--- src/sv/heightmap_normal_stream_core_macros.svh ---
// Assertion macros shared by the heightmap normal stream RTL.
`ifndef HEIGHTMAP_NORMAL_STREAM_CORE_MACROS_SVH
`define HEIGHTMAP_NORMAL_STREAM_CORE_MACROS_SVH

// Check a condition at every clock edge outside reset.
`define HNS_ASSERT_ALWAYS(lbl, expr, msg) \
	lbl: assert property (@(posedge clk) disable iff (!arst_n) (expr)) else $error(msg);

// Check that a condition implies another in the same cycle.
`define HNS_ASSERT_IMPLIES(lbl, pre, post, msg) \
	lbl: assert property (@(posedge clk) disable iff (!arst_n) (pre) |-> (post)) else $error(msg);

`endif

--- src/sv/hns_pkg.sv ---
// Types, constants and register codes of the heightmap normal stream core.
package hns_pkg;

	localparam int MAX_RES   = 256;
	localparam int RES_W     = 9;
	localparam int COORD_W   = $clog2(MAX_RES);
	localparam int HEIGHT_W  = 16;
	localparam int DIFF_W    = HEIGHT_W + 1;
	localparam int SCALE_W   = 16;
	localparam int ADDR_W    = 3;
	localparam int DATA_W    = 32;

	localparam logic [RES_W-1:0]   RES_RESET   = RES_W'(64);
	localparam logic [RES_W-1:0]   RES_MIN     = RES_W'(2);
	localparam logic [RES_W-1:0]   RES_MAX     = RES_W'(MAX_RES);
	localparam logic [SCALE_W-1:0] SCALE_RESET = SCALE_W'(256);

	// register index codes (byte address bit 2)
	localparam logic [0:0] REG_RESOLUTION   = 1'b0;
	localparam logic [0:0] REG_HEIGHT_SCALE = 1'b1;

	localparam int QUEUE_DEPTH = 4;
	localparam int QPTR_W      = $clog2(QUEUE_DEPTH);
	localparam int QCNT_W      = $clog2(QUEUE_DEPTH + 1);

	// back-end arithmetic
	localparam int PROD_W     = DIFF_W + SCALE_W + 1;
	localparam int MAG_W      = PROD_W - 1;
	localparam int NORM_W     = 30;
	localparam int SQ_W       = 2 * NORM_W;
	localparam int SUM_W      = SQ_W + 2;
	localparam int ROOT_W     = SUM_W + 1;
	localparam int ROOT_STEPS = ROOT_W / 2 + 1;
	localparam int CNT_W      = $clog2(ROOT_STEPS);
	localparam int RQ_W       = 32;
	localparam int FRAC_W     = 14;
	localparam int Q_W        = 15;
	localparam int NUM_W      = NORM_W + FRAC_W + 1;
	localparam int LANES      = 3;

	localparam logic [MAG_W-1:0]  TWO_FIXED = MAG_W'(131072);
	localparam logic [MAG_W-1:0]  NORM_LO   = MAG_W'(1) << (NORM_W - 1);
	localparam logic [MAG_W-1:0]  NORM_HI   = MAG_W'(1) << NORM_W;
	localparam logic [ROOT_W-1:0] ROOT_BIT0 = ROOT_W'(1) << (ROOT_W - 1);
	localparam logic [Q_W-1:0]    ONE_Q14   = Q_W'(16384);

	typedef struct packed {
		logic signed [HEIGHT_W-1:0] height;
		logic                       frame_start;
	} pix_t;

	typedef struct packed {
		logic signed [15:0]  normal_x;
		logic signed [15:0]  normal_y;
		logic [Q_W-1:0]      normal_z;
		logic [COORD_W-1:0]  column;
		logic [COORD_W-1:0]  row;
		logic                last_of_run;
		logic                last_of_map;
	} nrm_t;

	// one normal to compute: gradient differences and pixel tags
	typedef struct packed {
		logic signed [DIFF_W-1:0] da;
		logic signed [DIFF_W-1:0] db;
		logic [COORD_W-1:0]       column;
		logic [COORD_W-1:0]       row;
		logic                     last_of_run;
		logic                     last_of_map;
	} job_t;

endpackage

--- src/sv/hns_fifo.sv ---
// Short job queue between front and back ends.
`include "heightmap_normal_stream_core_macros.svh"
module hns_fifo (
	input  logic          clk,
	input  logic          arst_n,
	input  logic          push,
	input  hns_pkg::job_t din,
	output logic          full,
	input  logic          pop,
	output hns_pkg::job_t dout,
	output logic          empty
);

	hns_pkg::job_t               entries_q [hns_pkg::QUEUE_DEPTH];
	logic [hns_pkg::QPTR_W-1:0]  wr_q, rd_q;
	logic [hns_pkg::QCNT_W-1:0]  count_q;

	function automatic logic [hns_pkg::QPTR_W-1:0] bump(input logic [hns_pkg::QPTR_W-1:0] p);
		bump = (p == hns_pkg::QPTR_W'(hns_pkg::QUEUE_DEPTH - 1)) ? '0 : p + hns_pkg::QPTR_W'(1);
	endfunction

	assign full  = (count_q == hns_pkg::QCNT_W'(hns_pkg::QUEUE_DEPTH));
	assign empty = (count_q == '0);
	assign dout  = entries_q[rd_q];

	always_ff @(posedge clk or negedge arst_n) begin
		if (!arst_n) begin
			wr_q    <= '0;
			rd_q    <= '0;
			count_q <= '0;
		end else begin
			if (push) begin
				wr_q <= bump(wr_q);
			end
			if (pop) begin
				rd_q <= bump(rd_q);
			end
			if (push && !pop) begin
				count_q <= count_q + hns_pkg::QCNT_W'(1);
			end else if (pop && !push) begin
				count_q <= count_q - hns_pkg::QCNT_W'(1);
			end
		end
	end

	always_ff @(posedge clk) begin
		if (push) begin
			entries_q[wr_q] <= din;
		end
	end

	`HNS_ASSERT_IMPLIES(a_no_overflow, push, !full, "job queue written while full")
	`HNS_ASSERT_IMPLIES(a_no_underflow, pop, !empty, "job queue read while empty")

endmodule

--- config.mk ---
export PLATFORM = sky130hd
export DESIGN_NAME = hns_fifo
export DESIGN_NICKNAME = d
export VERILOG_FILES = /design/src/sv/hns_pkg.sv /design/src/sv/hns_fifo.sv
export VERILOG_INCLUDE_DIRS = /design/src /design/src/sv
export SDC_FILE = /design/constraint.sdc
export NUM_CORES = 1
export LEC_CHECK = 0
export BUFFER_PORTS_ARGS = -buffer_cell sky130_fd_sc_hd__buf_2
export CORE_MARGIN = 1.5
export CORE_UTILIZATION = 45
export CTS_BUF_LIST = sky130_fd_sc_hd__clkbuf_16
export DETAILED_ROUTE_END_ITERATION = 7
export HOLD_SLACK_MARGIN = 0.05
export PLACE_DENSITY = 0.71
export SLEW_MARGIN = 10
export SYNTH_ARGS = -nofsm -noshare
export SYNTH_HDL_FRONTEND = slang
export SYNTH_SLANG_ARGS = --single-unit
--- constraint.sdc ---
create_clock -name clk -period 2.15 [get_ports clk]
set_input_delay 0.645 -clock clk [delete_from_list [all_inputs] [get_ports clk]]
set_output_delay 0.645 -clock clk [all_outputs]
set_load 0.05 [all_outputs]
==> run metrics <==
drt via density 5.21; num ports 110; drt wl/cell 20.5 um; Vert. Die Dim 136 um; CTS max path bufs 3; f_max 385 MHz; Seq/Total Area, Yosys 80.4%; final antenna-violating net count 0; Post-Syn Area 0.00799 sq mm; first-pass iteration count of the detailed router 4; final worst path period share 121%; WP data arrival 1.96 ns; failing checks setup timing; antenna violations before repair 1; fill cell count 1,281; share of layout cells above drive strength 1 46.8%; largest net degree at the start of global routing 43; first-pass GRT wire length 21.6 mm; nets 512; Post-Syn Instances 309; hold depth 1; vias post-DR 3,588; Hold Vio Cnt, Final 0; hpwl dp 8.64 mm; final worst slack -0.450 ns; WS Path Type reg2out; Setup WS pre-CTS 0.00917 ns; Synth Register Bits 215; ys async rst share 3.26%; Slew @ Worst Pin 0.335 ns; multi-input logic area 0.00142 sq mm; Netlist cell types 19; Syn Nets 372; Area Overhead vs Synth 24.1%; Reg area 0.00643 sq mm; GRT overflow 0; Die ar. 0.0186 sq mm; crit path launch type flop; Reg2Reg Depth 4; Rel. slew slack 77.7%; Post-synth EDFFs 208; Leak 3.47 nW; gpl congestion 0.694; most common cell after layout, fill and taps aside edfxtp_1; Die W 136 um; # rows 48; H-tree levels 1; crit-path max FO 7; clk_lat worst skew 0.49 ns; final wirelength 14.1 mm; clock root buffer clkbuf_16; Setup Skew 0.0137 ns; core area 0.0173 sq mm; Initial Utilization 46.2%; crit end category output port; clock-pin transition on the worst setup and hold timing paths 0.06 ns; Required @ worst endpoint 1.50 ns; final-report setup violation count 52; Avg Cell Area, Syn 25.8 sq um; most frequent cells in the layout 208 x edfxtp_1, 57 x buf_2, 50 x mux4_2; DRT iter0 DRCs 174; max-cap viol count 0; status complete, but fails checks; CTS tree done; detailed-route DRC error count 0; vias in the first global route 3,991; ys flop type edfxtp_1; Ant. Diodes 0; All-Layer GR Usage 15.6%; Max rail drop VDD 0.878 mV; Synth warnings 0; HP Class in2reg; cts bufs inserted 22; Pwr per Cell Area 1580 mW/mm^2; RSZ-0062 raised after global routing yes; I/O Buffers 109; clock period minus worst slack 2.60 ns; WHS 0.364 ns; clock sinks 215; Final Max Slew Viols 0
-- Yosys cell counts, drive strengths merged, types with 2 or more instances --
cell    number  area [sq um]
xor2         2          17.5
nor2         3          11.3
edfxtp     208          6250
inv          4          15.0
dfrtp        7           175
o21ai        2          10.0
mux4        52          1190
ha           6          75.1
nand2        2          7.51
mux2         3          33.8
and2         4          25.0
buf         12           141
-- timing repair --
action                                  in CTS  in global routing
gates resized for setup                    100                  3
endpoints found under the setup margin      52                 52
setup buffers                                2                  1
hold buffers                                 1                  0
hold endpoints to repair                     7                  0
-- through the flow --
step / std cells / power (mW) / setup TNS, ns / area (sq um) / util, %
2_1_floorplan: 309 / 10.1 / 0 / 8000 / -
3_3_place_gp: 646 / 11.3 / 0 / 8900 / 51.5
3_5_place_dp: 646 / 11.4 / 0 / 8900 / 51.5
4_1_cts: 688 / 15.8 / -22.27 / 9900 / 57.2
5_1_grt: 689 / 16.3 / -23.77 / 9910 / 57.3
6_report: 689 / 15.6 / -20.37 / 9910 / 57.3
-- routing by layer --
| metal | GRT usage, % | wire [um] |
|---|---|---|
| met1 | 20.1 | 5750 |
| met2 | 26.4 | 7370 |
| met3 | 3.84 | 856 |
| met4 | 4.49 | 155 |
| met5 | 0 | 0 |
-- state kept, by name, summed over array words and instances, names as in the netlist --
signal and flops:
rd_q 2, entries_q 208, wr_q 2, count_q 3
-- cells by family after synthesis --
group / after synthesis / share of synthesized area, %
flip-flops: 215 / 80.4
multiplexers: 55 / 15.3
buffers and inverters: 16 / 1.96
AND/OR/NAND/NOR: 11 / 0.705
adder cells (fa/ha/maj): 7 / 1.19
XOR/XNOR: 3 / 0.329
AO/OA/AOI/OAI: 2 / 0.125
-- final timing paths --
path | end | from | slack (ns)
setup / recovery | dout[45] | rd_q[0] | -0.45
hold / removal | entries_q[2][24] | din[24] | 0.36
setup reg to reg | rd_q[1] | rd_q[0] | 0.62
hold reg to reg | count_q[2] | count_q[2] | 0.53
max in group asynchronous | rd_q[0] | arst_n | 1.44
min in group asynchronous | wr_q[1] | arst_n | 0.52
-- critical path, stage by stage, from the launching register on --
cell	delay, ns
dfrtp_4	0.50
buf_4	0.19
mux4_1	0.56
buf_4	0.21
-- power by group --
| part | internal (mW) | switching, mW |
|---|---|---|
| registers | 5.38 | 0.230 |
| logic | 2.58 | 3.97 |
| clock network | 2.04 | 1.43 |
| total | 10.0 | 5.62 |
-- area by class of cell --
type	count	area share, %
Sequential cell	215	64.8
Tap cell	225	2.84
Timing Repair Buffer	128	11.1
Clock buffer	23	5.81
Clock inverter	16	0.934
Inverter	4	0.151
Multi-Input combinational cell	78	14.3
(Power assumes the default switching activity.)
