--- src/sv/heightmap_normal_stream_core_macros.svh ---
// Assertion macros shared by the heightmap normal stream RTL.
`ifndef HEIGHTMAP_NORMAL_STREAM_CORE_MACROS_SVH
`define HEIGHTMAP_NORMAL_STREAM_CORE_MACROS_SVH

// Check a condition at every clock edge outside reset.
`define HNS_ASSERT_ALWAYS(lbl, expr, msg) \
	lbl: assert property (@(posedge clk) disable iff (!arst_n) (expr)) else $error(msg);

// Check that a condition implies another in the same cycle.
`define HNS_ASSERT_IMPLIES(lbl, pre, post, msg) \
	lbl: assert property (@(posedge clk) disable iff (!arst_n) (pre) |-> (post)) else $error(msg);

`endif

--- src/sv/hns_pkg.sv ---
// Types, constants and register codes of the heightmap normal stream core.
package hns_pkg;

	localparam int MAX_RES   = 256;
	localparam int RES_W     = 9;
	localparam int COORD_W   = $clog2(MAX_RES);
	localparam int HEIGHT_W  = 16;
	localparam int DIFF_W    = HEIGHT_W + 1;
	localparam int SCALE_W   = 16;
	localparam int ADDR_W    = 3;
	localparam int DATA_W    = 32;

	localparam logic [RES_W-1:0]   RES_RESET   = RES_W'(64);
	localparam logic [RES_W-1:0]   RES_MIN     = RES_W'(2);
	localparam logic [RES_W-1:0]   RES_MAX     = RES_W'(MAX_RES);
	localparam logic [SCALE_W-1:0] SCALE_RESET = SCALE_W'(256);

	// register index codes (byte address bit 2)
	localparam logic [0:0] REG_RESOLUTION   = 1'b0;
	localparam logic [0:0] REG_HEIGHT_SCALE = 1'b1;

	localparam int QUEUE_DEPTH = 4;
	localparam int QPTR_W      = $clog2(QUEUE_DEPTH);
	localparam int QCNT_W      = $clog2(QUEUE_DEPTH + 1);

	// back-end arithmetic
	localparam int PROD_W     = DIFF_W + SCALE_W + 1;
	localparam int MAG_W      = PROD_W - 1;
	localparam int NORM_W     = 30;
	localparam int SQ_W       = 2 * NORM_W;
	localparam int SUM_W      = SQ_W + 2;
	localparam int ROOT_W     = SUM_W + 1;
	localparam int ROOT_STEPS = ROOT_W / 2 + 1;
	localparam int CNT_W      = $clog2(ROOT_STEPS);
	localparam int RQ_W       = 32;
	localparam int FRAC_W     = 14;
	localparam int Q_W        = 15;
	localparam int NUM_W      = NORM_W + FRAC_W + 1;
	localparam int LANES      = 3;

	localparam logic [MAG_W-1:0]  TWO_FIXED = MAG_W'(131072);
	localparam logic [MAG_W-1:0]  NORM_LO   = MAG_W'(1) << (NORM_W - 1);
	localparam logic [MAG_W-1:0]  NORM_HI   = MAG_W'(1) << NORM_W;
	localparam logic [ROOT_W-1:0] ROOT_BIT0 = ROOT_W'(1) << (ROOT_W - 1);
	localparam logic [Q_W-1:0]    ONE_Q14   = Q_W'(16384);

	typedef struct packed {
		logic signed [HEIGHT_W-1:0] height;
		logic                       frame_start;
	} pix_t;

	typedef struct packed {
		logic signed [15:0]  normal_x;
		logic signed [15:0]  normal_y;
		logic [Q_W-1:0]      normal_z;
		logic [COORD_W-1:0]  column;
		logic [COORD_W-1:0]  row;
		logic                last_of_run;
		logic                last_of_map;
	} nrm_t;

	// one normal to compute: gradient differences and pixel tags
	typedef struct packed {
		logic signed [DIFF_W-1:0] da;
		logic signed [DIFF_W-1:0] db;
		logic [COORD_W-1:0]       column;
		logic [COORD_W-1:0]       row;
		logic                     last_of_run;
		logic                     last_of_map;
	} job_t;

endpackage

--- src/sv/hns_back.sv ---
// Back end: scales gradients, normalizes, takes the root and divides serially.
`include "heightmap_normal_stream_core_macros.svh"
module hns_back (
	input  logic                          clk,
	input  logic                          arst_n,
	input  logic [hns_pkg::SCALE_W-1:0]   height_scale,
	input  hns_pkg::job_t                 job,
	input  logic                          empty,
	output logic                          pop,
	output logic                          nrm_valid,
	input  logic                          nrm_stall,
	output hns_pkg::nrm_t                 nrm
);

	typedef enum logic [2:0] {
		B_IDLE, B_MULA, B_MULB, B_NORM, B_SQ, B_ROOT, B_DSET, B_DIV
	} bstate_t;

	bstate_t                      state_q;
	logic                         out_pend_q;
	logic [hns_pkg::CNT_W-1:0]    cnt_q;
	hns_pkg::job_t                job_q;
	logic                         sa_q, sb_q;
	logic [hns_pkg::MAG_W-1:0]    mag_q [hns_pkg::LANES];
	logic [hns_pkg::MAG_W-1:0]    m_q;
	logic [hns_pkg::SUM_W-1:0]    rn_q;
	logic [hns_pkg::ROOT_W-1:0]   rres_q, rbit_q;
	logic [hns_pkg::RQ_W-1:0]     rr_q;
	logic [hns_pkg::RQ_W-1:0]     rem_q [hns_pkg::LANES];
	logic [hns_pkg::Q_W-1:0]      low_q [hns_pkg::LANES];
	logic [hns_pkg::Q_W-1:0]      quo_q [hns_pkg::LANES];

	logic signed [hns_pkg::DIFF_W-1:0] mul_a, scale_s;
	logic signed [hns_pkg::PROD_W-1:0] prod;
	logic [hns_pkg::MAG_W-1:0]         mag, mab, mmax;
	logic                              pos;
	logic [hns_pkg::NORM_W-1:0]        sq_op;
	logic [hns_pkg::SQ_W-1:0]          sq;
	logic [hns_pkg::ROOT_W-1:0]        rtrial;
	logic [hns_pkg::NUM_W-1:0]         num [hns_pkg::LANES];
	logic [hns_pkg::RQ_W-1:0]          dtrial [hns_pkg::LANES];
	logic                              out_free;

	// one shared multiplier for both gradients
	assign mul_a   = (state_q == B_MULA) ? job_q.da : job_q.db;
	assign scale_s = $signed({1'b0, height_scale});
	assign prod    = mul_a * scale_s;
	assign mag     = prod[hns_pkg::PROD_W-1] ? hns_pkg::MAG_W'(-prod) : prod[hns_pkg::MAG_W-1:0];
	assign pos     = !prod[hns_pkg::PROD_W-1] && (prod != '0);
	assign mab     = (mag_q[0] > mag) ? mag_q[0] : mag;
	assign mmax    = (mab > hns_pkg::TWO_FIXED) ? mab : hns_pkg::TWO_FIXED;

	always_comb begin
		case (cnt_q)
			hns_pkg::CNT_W'(0): sq_op = mag_q[0][hns_pkg::NORM_W-1:0];
			hns_pkg::CNT_W'(1): sq_op = mag_q[1][hns_pkg::NORM_W-1:0];
			default:            sq_op = mag_q[2][hns_pkg::NORM_W-1:0];
		endcase
	end
	assign sq     = sq_op * sq_op;
	assign rtrial = rres_q + rbit_q;

	always_comb begin
		for (int i = 0; i < hns_pkg::LANES; i++) begin
			num[i]    = {1'b0, mag_q[i][hns_pkg::NORM_W-1:0], hns_pkg::FRAC_W'(0)}
				+ hns_pkg::NUM_W'(rres_q >> 1);
			dtrial[i] = {rem_q[i][hns_pkg::RQ_W-2:0], low_q[i][hns_pkg::Q_W-1]};
		end
	end

	assign pop      = (state_q == B_IDLE) && !empty && !out_pend_q;
	assign out_free = !nrm_valid || !nrm_stall;

	always_ff @(posedge clk or negedge arst_n) begin
		if (!arst_n) begin
			state_q    <= B_IDLE;
			cnt_q      <= '0;
			nrm_valid  <= 1'b0;
			out_pend_q <= 1'b0;
		end else begin
			// load a finished result when free, else drop the output once taken
			if (out_pend_q && out_free) begin
				nrm_valid  <= 1'b1;
				out_pend_q <= 1'b0;
			end else if (nrm_valid && !nrm_stall) begin
				nrm_valid <= 1'b0;
			end
			unique case (state_q)
				B_IDLE: begin
					if (pop) begin
						state_q <= B_MULA;
					end
				end
				B_MULA: state_q <= B_MULB;
				B_MULB: state_q <= B_NORM;
				B_NORM: begin
					if (m_q >= hns_pkg::NORM_LO && m_q < hns_pkg::NORM_HI) begin
						state_q <= B_SQ;
						cnt_q   <= '0;
					end
				end
				B_SQ: begin
					if (cnt_q == hns_pkg::CNT_W'(hns_pkg::LANES - 1)) begin
						state_q <= B_ROOT;
						cnt_q   <= '0;
					end else begin
						cnt_q <= cnt_q + hns_pkg::CNT_W'(1);
					end
				end
				B_ROOT: begin
					if (cnt_q == hns_pkg::CNT_W'(hns_pkg::ROOT_STEPS - 1)) begin
						state_q <= B_DSET;
						cnt_q   <= '0;
					end else begin
						cnt_q <= cnt_q + hns_pkg::CNT_W'(1);
					end
				end
				B_DSET: state_q <= B_DIV;
				B_DIV: begin
					if (cnt_q == hns_pkg::CNT_W'(hns_pkg::Q_W - 1)) begin
						state_q    <= B_IDLE;
						cnt_q      <= '0;
						out_pend_q <= 1'b1;
					end else begin
						cnt_q <= cnt_q + hns_pkg::CNT_W'(1);
					end
				end
				default: state_q <= B_IDLE;
			endcase
		end
	end

	always_ff @(posedge clk) begin
		if (pop) begin
			job_q <= job;
		end
		if (state_q == B_MULA) begin
			mag_q[0] <= mag;
			sa_q     <= pos;
		end
		if (state_q == B_MULB) begin
			mag_q[1] <= mag;
			sb_q     <= pos;
			mag_q[2] <= hns_pkg::TWO_FIXED;
			m_q      <= mmax;
			rn_q     <= '0;
		end
		// shift all three until the largest sits at bit 29
		if (state_q == B_NORM) begin
			if (m_q < hns_pkg::NORM_LO) begin
				m_q <= m_q << 1;
				for (int i = 0; i < hns_pkg::LANES; i++) begin
					mag_q[i] <= mag_q[i] << 1;
				end
			end else if (m_q >= hns_pkg::NORM_HI) begin
				m_q <= m_q >> 1;
				for (int i = 0; i < hns_pkg::LANES; i++) begin
					mag_q[i] <= mag_q[i] >> 1;
				end
			end
		end
		if (state_q == B_SQ) begin
			rn_q <= rn_q + hns_pkg::SUM_W'(sq);
			if (cnt_q == hns_pkg::CNT_W'(hns_pkg::LANES - 1)) begin
				rres_q <= '0;
				rbit_q <= hns_pkg::ROOT_BIT0;
			end
		end
		// one result bit of the square root per cycle
		if (state_q == B_ROOT) begin
			if ({1'b0, rn_q} >= rtrial) begin
				rn_q   <= rn_q - hns_pkg::SUM_W'(rtrial);
				rres_q <= (rres_q >> 1) + rbit_q;
			end else begin
				rres_q <= rres_q >> 1;
			end
			rbit_q <= rbit_q >> 2;
		end
		if (state_q == B_DSET) begin
			rr_q <= hns_pkg::RQ_W'(rres_q);
			for (int i = 0; i < hns_pkg::LANES; i++) begin
				rem_q[i] <= hns_pkg::RQ_W'(num[i] >> hns_pkg::Q_W);
				low_q[i] <= num[i][hns_pkg::Q_W-1:0];
			end
		end
		// one quotient bit per cycle in each lane
		if (state_q == B_DIV) begin
			for (int i = 0; i < hns_pkg::LANES; i++) begin
				if (dtrial[i] >= rr_q) begin
					rem_q[i] <= dtrial[i] - rr_q;
					quo_q[i] <= {quo_q[i][hns_pkg::Q_W-2:0], 1'b1};
				end else begin
					rem_q[i] <= dtrial[i];
					quo_q[i] <= {quo_q[i][hns_pkg::Q_W-2:0], 1'b0};
				end
				low_q[i] <= low_q[i] << 1;
			end
		end
		if (out_pend_q && out_free) begin
			nrm.normal_x    <= sa_q ? -$signed({1'b0, quo_q[0]}) : $signed({1'b0, quo_q[0]});
			nrm.normal_y    <= sb_q ? -$signed({1'b0, quo_q[1]}) : $signed({1'b0, quo_q[1]});
			nrm.normal_z    <= quo_q[2];
			nrm.column      <= job_q.column;
			nrm.row         <= job_q.row;
			nrm.last_of_run <= job_q.last_of_run;
			nrm.last_of_map <= job_q.last_of_map;
		end
	end

	`HNS_ASSERT_IMPLIES(a_norm_range, state_q == B_SQ,
		m_q >= hns_pkg::NORM_LO && m_q < hns_pkg::NORM_HI, "operands not normalized")
	`HNS_ASSERT_IMPLIES(a_root_floor, state_q == B_DIV,
		rr_q >= hns_pkg::RQ_W'(hns_pkg::NORM_LO), "root below normalized floor")
	`HNS_ASSERT_IMPLIES(a_z_unit, nrm_valid, nrm.normal_z <= hns_pkg::ONE_Q14,
		"normal z above one")

endmodule

--- config.mk ---
export PLATFORM = sky130hd
export DESIGN_NAME = hns_back
export DESIGN_NICKNAME = d
export VERILOG_FILES = /design/src/sv/hns_pkg.sv /design/src/sv/hns_back.sv
export VERILOG_INCLUDE_DIRS = /design/src /design/src/sv
export SDC_FILE = /design/constraint.sdc
export NUM_CORES = 2
export LEC_CHECK = 0
export BUFFER_PORTS_ARGS = -buffer_cell sky130_fd_sc_hd__buf_4
export CORE_MARGIN = 10
export CORE_UTILIZATION = 25
export DETAILED_ROUTE_END_ITERATION = 16
export SYNTH_ARGS = -nofsm -noshare
export SYNTH_HDL_FRONTEND = slang
export SYNTH_SLANG_ARGS = --single-unit
--- constraint.sdc ---
create_clock -name clk -period 29.3 [get_ports clk]
set_clock_uncertainty 0.2 [all_clocks]
set_input_delay 1.465 -clock clk [delete_from_list [all_inputs] [get_ports clk]]
set_output_delay 1.465 -clock clk [all_outputs]
set_load 0.1 [all_outputs]
==> impl_metrics.py <==
metrics = {
    "timing": {
        "timing.final.ws_setup_ns": 16.65,
        "drv_slew": 0,
        "tns_ns": 0,
        "tightest_slew_ns": 1.10,
        "max_freq_mhz": 79.1,
        "final-setup-viol-count": 0,
        "rsz0062_at_grt": "false",
        "relSlewSlack": 0.264,
        "finalCritPeriodShare": 0.432,
        "timing.hold.ws_ns": 0.217,
        "hold_viol": 0,
        "period_needed_ns": 12.65,
    },
    "critical_path": {
        "rrSetupSlack_ns": 16.65,
        "reg2reg_to": "m_q[2]$_DFF_P_",
        "reg2reg_from": "state_q[1]$_DFFE_PN0P_",
        "r2r_cells": 41,
        "crit_required_ns": 29.70,
        "endpoint_kind": "register",
        "critPathCapture": "m_q[2]$_DFF_P_",
        "cp-startpoint": "state_q[1]$_DFFE_PN0P_",
        "path_class": "reg -> reg",
        "slowest_stage": "mux2i_2",
        "path_max_fanout": 32,
        "worstPathArrival_ns": 13.05,
        "startpoint_type": "register",
        "cpPeakStageDelay_ns": 0.64,
    },
    "synthesis": {
        "yosys-top-cells-count": "1394 x inv_1, 1038 x fa_1, 823 x nand2_1, 689 x ha_1, 630 x nor2_1",
        "synth_simple_gate_area_share": 0.132,
        "avgSynthCellArea_um2": 9.30,
        "synth.most_common_cell": "inv_1",
        "synth.largest_area_cell": "fa_1",
        "ys_ff_latch": 605,
        "synth_fa_ha_area_frac": 0.368,
        "synth_nets": 10400,
        "synth_flop_cell": "edfxtp_1",
        "synth_mux_area_frac": 0.0136,
        "yosysUniqueCellTypes": 111,
        "synth_seq_area_share": 0.215,
        "synth_edf_count": 498,
        "synth_top_family_by_area": "adder cells",
        "synth_xor_area_frac": 0.0462,
        "ys_warn_count": 0,
        "synth_cells": 8588,
        "synth.top_cell.area_share": 0.260,
        "synth-compound-area-share": 0.144,
        "syn_area_um2": 79900,
        "synthArstFlopShare": 0.0165,
        "synthTopCellsByArea": "fa_1 26%, edfxtp_1 19%, ha_1 11%, inv_1 6.6%, nand2_1 3.9%",
    },
    "clock_network": {
        "cts.sink_count": 605,
        "clock_path_buffers": 3,
        "cts_setup_buffers": 0,
        "cts.clk_slew.worst_paths_ns": 0.07,
        "postCtsHoldBufs": 0,
        "cts_max_level": 3,
        "root_buffer": "clkbuf_16",
        "clk_latency_ns": 0.73,
        "cts_buffers": 77,
        "tritoncts": "done",
        "cts_resized": 0,
    },
    "detailed_routing": {
        "detail_route.iter0.violations": 6043,
        "dr_wl_met2_um": 108000,
        "top_layer": "met5",
        "ant_nets": 0,
        "wl_met1_um": 115000,
        "vias": 62900,
        "dr_wl_met3_um": 22700,
        "wl_per_cell_um": 19.7,
        "firstDrtPassIters": 10,
        "vias_per_cell": 4.89,
        "route.detailed.drc": 0,
        "wirelength_um": 253000,
    },
    "global_route": {
        "grt_max_degree": 77,
        "grt_pass1_vias": 61500,
        "overflow": 0,
        "grtUsageTotal": 0.144,
        "antenna_found_initial": 2,
        "grt_first_pass_wirelength_um": 386000,
    },
    "floorplan": {
        "die_x_um": 585,
        "die-area_um2": 343000,
        "core_area_um2": 318000,
        "initial_core_util": 0.251,
        "die_h_um": 585,
        "fp-row-count": 207,
        "ios": 139,
    },
    "placed_design": {
        "gp_congestion": 0.907,
        "place_ws_ns": 16.71,
        "dp_hpwl_um": 200000,
        "portBuffers": 138,
    },
    "layout": {
        "drive_gt1_frac": 0.0586,
        "n_fill_cell": 33700,
        "seqCellArea_um2": 17100,
        "fin_nets": 10400,
        "area_growth_syn_to_layout_pct": 10.7,
        "multi_input_area_um2": 56400,
    },
    "min_path": {
        "hold_class": "reg -> reg",
    },
    "run": {
        "max_cap_violations": 0,
    },
    "run_status": {
        "status": "complete, no violations",
    },
}
==> flip-flops by register name, summed over array words and instances (netlist names) <==
| name | count |
|---|---|
| job_q | 52 |
| out_pend_q | 1 |
| sb_q | 1 |
| rr_q | 32 |
| nrm_valid | 1 |
| rem_q | 93 |
| rbit_q | 32 |
| m_q | 33 |
| rn_q | 62 |
| sa_q | 1 |
| low_q | 17 |
| mag_q | 99 |
| nrm | 65 |
| rres_q | 63 |
| cnt_q | 5 |
| quo_q | 45 |
| state_q | 3 |
==> per-stage QoR <==
step	util	cell area, µm²	instances
floorplan	-	79900	8588
global placement	0.270	85900	12700
detailed placement	0.270	85900	12700
CTS	0.278	88400	12800
global route	0.278	88400	12800
finish	0.278	88400	12800
==> layout by cell type, fill, tap and decap left out, drive strengths merged, types with 91 or more instances in the layout <==
master,count
inv,1398
o21ai,349
edfxtp,498
a22oi,97
fa,1038
buf,247
dfxtp,97
ha,689
a21o,180
and2,176
nand2,824
nor3,91
a21oi,420
xnor2,239
nor2,630
xor2,178
and3,95
nand3,112
==> layer usage <==
layer,vias up,GRT usage
met1,31200,0.210
met3,306,0.0280
li1,28900,-
met4,2,0.0377
met5,-,0
met2,2504,0.217
==> worst min-delay path by stage <==
stage / start / endpoint / slack (ns) / cells past startpoint
floorplan: job_q[0]$_DFFE_PP_ / nrm[0]$_DFFE_PP_ / 0.20 / 0
global placement: job_q[14]$_DFFE_PP_ / nrm[14]$_DFFE_PP_ / 0.20 / 0
detailed placement: job_q[4]$_DFFE_PP_ / nrm[4]$_DFFE_PP_ / 0.21 / 0
CTS: job_q[3]$_DFFE_PP_ / nrm[3]$_DFFE_PP_ / 0.22 / 0
global route: job_q[11]$_DFFE_PP_ / nrm[11]$_DFFE_PP_ / 0.22 / 0
finish: job_q[4]$_DFFE_PP_ / nrm[4]$_DFFE_PP_ / 0.22 / 0
==> critical path, delay by kind of cell (launching register included) <==
family          cells  cell delay, ns
mux                 2            1.19
xor+xnor            1            0.24
simple gates       10            2.78
compound gates     11            2.66
flops               1            0.42
fa+ha+maj           9            3.85
buf+inv             8            1.10
==> layout make-up <==
type	instances	area share
Antenna cell	2	0.0000566
Clock buffer	90	0.0225
Clock inverter	50	0.00621
Inverter	1407	0.0598
Multi-Input combinational cell	6264	0.637
Sequential cell	605	0.194
Tap cell	4180	0.0591
Timing Repair Buffer	247	0.0210
==> logic make-up (layout without fill, tap and decap cells) <==
kind of cell    count (synthesis)  count (layout)
simple gates                 2275            2275
compound gates               1741            1741
fa+ha+maj                    1727            1727
buf+inv                      1719            1794
flops                         605             605
xor+xnor                      417             417
mux                           104             104
other cells                     0               2
Power is not shown: default switching activity piles up to over one toggle a cycle in this logic, so the estimate is an artifact.
